--- config.mk ---
export PLATFORM = sky130hd
export DESIGN_NAME = mf3s_median
export DESIGN_NICKNAME = d
export VERILOG_FILES = /design/src/mf3s_pkg.sv /design/src/mf3s_median.sv
export SDC_FILE = /design/constraint.sdc
export NUM_CORES = 1
export LEC_CHECK = 0
export BUFFER_PORTS_ARGS = -buffer_cell sky130_fd_sc_hd__buf_2
export CORE_MARGIN = 2
export CORE_UTILIZATION = 60
export DETAILED_ROUTE_END_ITERATION = 7
export PLACE_DENSITY_LB_ADDON = 0.1
export SLEW_MARGIN = 20
export SYNTH_ARGS = -nofsm -noshare
export SYNTH_HDL_FRONTEND = slang
export SYNTH_SLANG_ARGS = --single-unit
--- constraint.sdc ---
create_clock -name vclk -period 18.65
set_input_delay 0.9325 -clock vclk [all_inputs]
set_output_delay 0.9325 -clock vclk [all_outputs]
set_load 0.02 [all_outputs]
--- src/mf3s_pkg.sv ---
`timescale 1ns / 1ps

package mf3s_pkg;

  // Defaults for the top-level parameters
  localparam int unsigned MaxWidthDef  = 1024;
  localparam int unsigned PixelBitsDef = 8;

  // Configuration register widths and reset values
  localparam int unsigned FrameWidthW  = 11;
  localparam int unsigned FrameHeightW = 13;
  localparam int unsigned CfgDataW     = 13;
  localparam logic [FrameWidthW-1:0]  FrameWidthRst  = 11'd640;
  localparam logic [FrameHeightW-1:0] FrameHeightRst = 13'd480;

  // Row counter runs up to height + 1 during drain
  localparam int unsigned RowW = FrameHeightW + 1;

  // 3x3 window, row-major: index = row * 3 + column, column 2 is newest
  localparam int unsigned WinSize = 9;

  typedef enum logic {
    REQ_PIXEL = 1'b0,
    REQ_DRAIN = 1'b1
  } req_type_e;

  typedef enum logic {
    CFG_FRAME_WIDTH  = 1'b0,
    CFG_FRAME_HEIGHT = 1'b1
  } cfg_reg_e;

endpackage

--- src/mf3s_median.sv ---
`timescale 1ns / 1ps

module mf3s_median #(
  parameter int unsigned PIXEL_BITS = mf3s_pkg::PixelBitsDef
) (
  input  logic [mf3s_pkg::WinSize-1:0][PIXEL_BITS-1:0] vals_i,
  input  logic [mf3s_pkg::WinSize-1:0]                 mask_i,
  output logic [PIXEL_BITS-1:0]                        median_o
);
  import mf3s_pkg::*;

  localparam int unsigned CntW = $clog2(WinSize + 1);

  logic [CntW-1:0]               count;
  logic [CntW-1:0]               mid;
  logic [WinSize-1:0][CntW-1:0]  rank;
  logic [WinSize-1:0]            hit;

  always_comb begin
    count = '0;
    for (int i = 0; i < WinSize; i++) begin
      count = count + CntW'(mask_i[i]);
    end
  end

  // upper middle for even counts
  assign mid = count >> 1;

  // Rank of each valid entry among the valid ones; ties broken by position
  // so every rank is unique and exactly one entry hits the middle.
  always_comb begin
    for (int i = 0; i < WinSize; i++) begin
      rank[i] = '0;
      for (int j = 0; j < WinSize; j++) begin
        if (mask_i[j] && ((vals_i[j] < vals_i[i]) ||
                          ((vals_i[j] == vals_i[i]) && (j < i)))) begin
          rank[i] = rank[i] + CntW'(1);
        end
      end
      hit[i] = mask_i[i] && (rank[i] == mid);
    end
  end

  always_comb begin
    median_o = '0;
    for (int i = 0; i < WinSize; i++) begin
      median_o = median_o | ({PIXEL_BITS{hit[i]}} & vals_i[i]);
    end
  end

endmodule

==> impl_metrics.env <==
export IMPL_status="finished clean"
export IMPL_seq_cell_count=0
export IMPL_min_period_over_period_pct=48.4
export IMPL_synth_top_cell_area_share_pct=33.9
export IMPL_overflow=0
export IMPL_worst_pin_slew_ns=1.12
export IMPL_worstSetupPathType="in2out"
export IMPL_worstHoldPathType="in2out"
export IMPL_slowest_delay_ns=0.97
export IMPL_synth_area_leaders="ha_1 34%, xnor2_1 6.8%, inv_1 4.3%"
export IMPL_p_per_area_mw_per_mm2=71.4
export IMPL_vias=13747
export IMPL_peakVddDrop_mv=0.0768
export IMPL_regArea_um2=0
export IMPL_dpl_cell_area_mm2=0.0138
export IMPL_n_antenna_cell=0
export IMPL_synth_area_mm2=0.0131
export IMPL_synth_cell_type_count=99
export IMPL_dp_hpwl_mm=38.7
export IMPL_vias_per_cell=6.79
export IMPL_antenna_found_initial=0
export IMPL_dieWidth_um=151
export IMPL_cpMaxStageDelayCell="nor4_2"
export IMPL_final_setup_tns_ns=0
export IMPL_grt_total_usage_pct=41.6
export IMPL_p_leak_nw=6.66
export IMPL_dieArea_mm2=0.0229
export IMPL_cap_violations=0
export IMPL_grt_pass1_vias=12759
export IMPL_die_y_um=151
export IMPL_dp_cells=2024
export IMPL_wl_per_cell_um=24.0
export IMPL_grt_max_degree=20
export IMPL_ant_nets=0
export IMPL_gp_congestion=1.04
export IMPL_startpoint_type="input port"
export IMPL_yosys_area_top_type="ha_1"
export IMPL_crit_arrival_ns=8.09
export IMPL_end_kind="primary output"
export IMPL_rsz0062_at_grt="no"
export IMPL_finalPower_mw=0.983
export IMPL_required_ns=17.72
export IMPL_slew_headroom_pct=25.0
export IMPL_floorplan_initialDensity_pct=61.7
export IMPL_std_cell_rows=53
export IMPL_ios=89
export IMPL_finalInstanceArea_mm2=0.0138
export IMPL_io_buffer_count=89
export IMPL_syn_area_per_cell_um2=7.81
export IMPL_utilization_pct=65.1
export IMPL_setup_viol=0
export IMPL_hold_viol=0
export IMPL_fmax_mhz=111
export IMPL_post_cts_resized=0
export IMPL_fin_cells=2024
export IMPL_drc=0
export IMPL_drv_slew=0
export IMPL_period_needed_ns=9.03
export IMPL_drtIter0Drc=1196
export IMPL_first_pass_iters=6
export IMPL_grt_pass1_wl_mm=71.5
export IMPL_drive_gt1_share_pct=9.32
export IMPL_fp_coreArea_mm2=0.0212
export IMPL_clkbuf_count=0
export IMPL_layout_nets=2190
export IMPL_cts_hold_buffers=0
export IMPL_crit_top_cell="ha_1"
export IMPL_ys_warnings_count=0
export IMPL_cp_max_fo=8
export IMPL_synthToLayoutAreaGrowth_pct=5.53
export IMPL_routed_wl_mm=48.6
export IMPL_post_cts_setup_buffers=0
export IMPL_syn_inst=1671
export IMPL_synth_nets=2110
export IMPL_synth_yosys_seq_area_share_pct=0
logic make-up (layout without fill, tap and decap cells):
group	Yosys count	count (layout)	share of synthesized area, %
and+or+nand+nor	534	534	22.2
AOI/OAI and AO/OA	420	420	22.9
adders and majority gates	358	358	34.6
buffers and inverters	172	250	5.44
xor gates and xnor gates	156	156	12.5
muxes	31	31	2.45
layer usage:
| layer | up-vias | global-route usage (%) | wire [um] |
|---|---|---|---|
| met5 | - | 0 | 0 |
| met4 | 0 | 26.8 | 3900 |
| met3 | 195 | 6.89 | 5020 |
| met2 | 734 | 65.3 | 20500 |
| met1 | 6347 | 52.6 | 19300 |
| li1 | 6471 | - | - |
power by group:
group,internal (mW),switching (mW)
registers,0,0
clock network,0,0
logic,0.398,0.586
cell usage in the layout, fill, tap and decap left out, types with 27 or more instances in the layout:
cell / instances
nor2_1: 87
nand2_1: 111
xor2_1: 32
a21o_1: 27
xnor2_1: 100
inv_1: 149
buf_2: 89
nand3_1: 61
nand4_1: 72
ha_1: 354
o211ai_1: 39
a21oi_1: 100
o21ai_0: 67
nor2b_1: 39
through the flow:
| step | setup WS [ns] | hold WS (ns) |
|---|---|---|
| after CTS | 9.80 | 2.22 |
| final | 9.62 | 2.22 |
| after global placement | 9.91 | 2.22 |
| after floorplan | 10.91 | 2.08 |
| after detailed placement | 9.82 | 2.22 |
| after global routing | 9.20 | 2.23 |
synthesized netlist by cell type (all sizes together), types with 6 or more instances:
library cell  instances
clkbuf                9
a21boi                9
o2111ai              14
nand4                73
a21oi               104
nor3                 24
and2                 23
a211o                 9
xor2                 33
a21o                 27
and3                 18
nand3                61
a211oi               23
a31oi                13
nor2                 88
nor2b                39
inv                 153
nor4                 13
or4                  10
o22ai                 8
or2                  14
xnor3                13
a2111o                8
xnor2               109
nand4b               10
nand2b               14
o21a                 21
o31ai                13
o21ai                77
ha                  354
mux2                  8
and4                 10
a2111oi               6
buf                   7
o211ai               39
mux2i                23
nand2               111
critical path, delay by kind of cell:
family,cells,cell delay [ns]
AND/OR/NAND/NOR,11,2.69
adder cells (fa/ha/maj),6,1.64
AO/OA/AOI/OAI,11,1.48
buffers and inverters,5,0.72
XOR/XNOR,3,0.62
path summary, 6_finish.rpt:
kind | from | to | slack (ns) | cells after the start
max | vals_i[17] | median_o[4] | 9.62 | 36
min | vals_i[59] | median_o[3] | 2.22 | 3
cell type report:
type               instances  area, um2
fillers                 1956       7380
well taps                275        344
multi-input cells       1499      12400
inverters                156        586
repair buffers            94        483
Power figures use the tool's default switching activity.
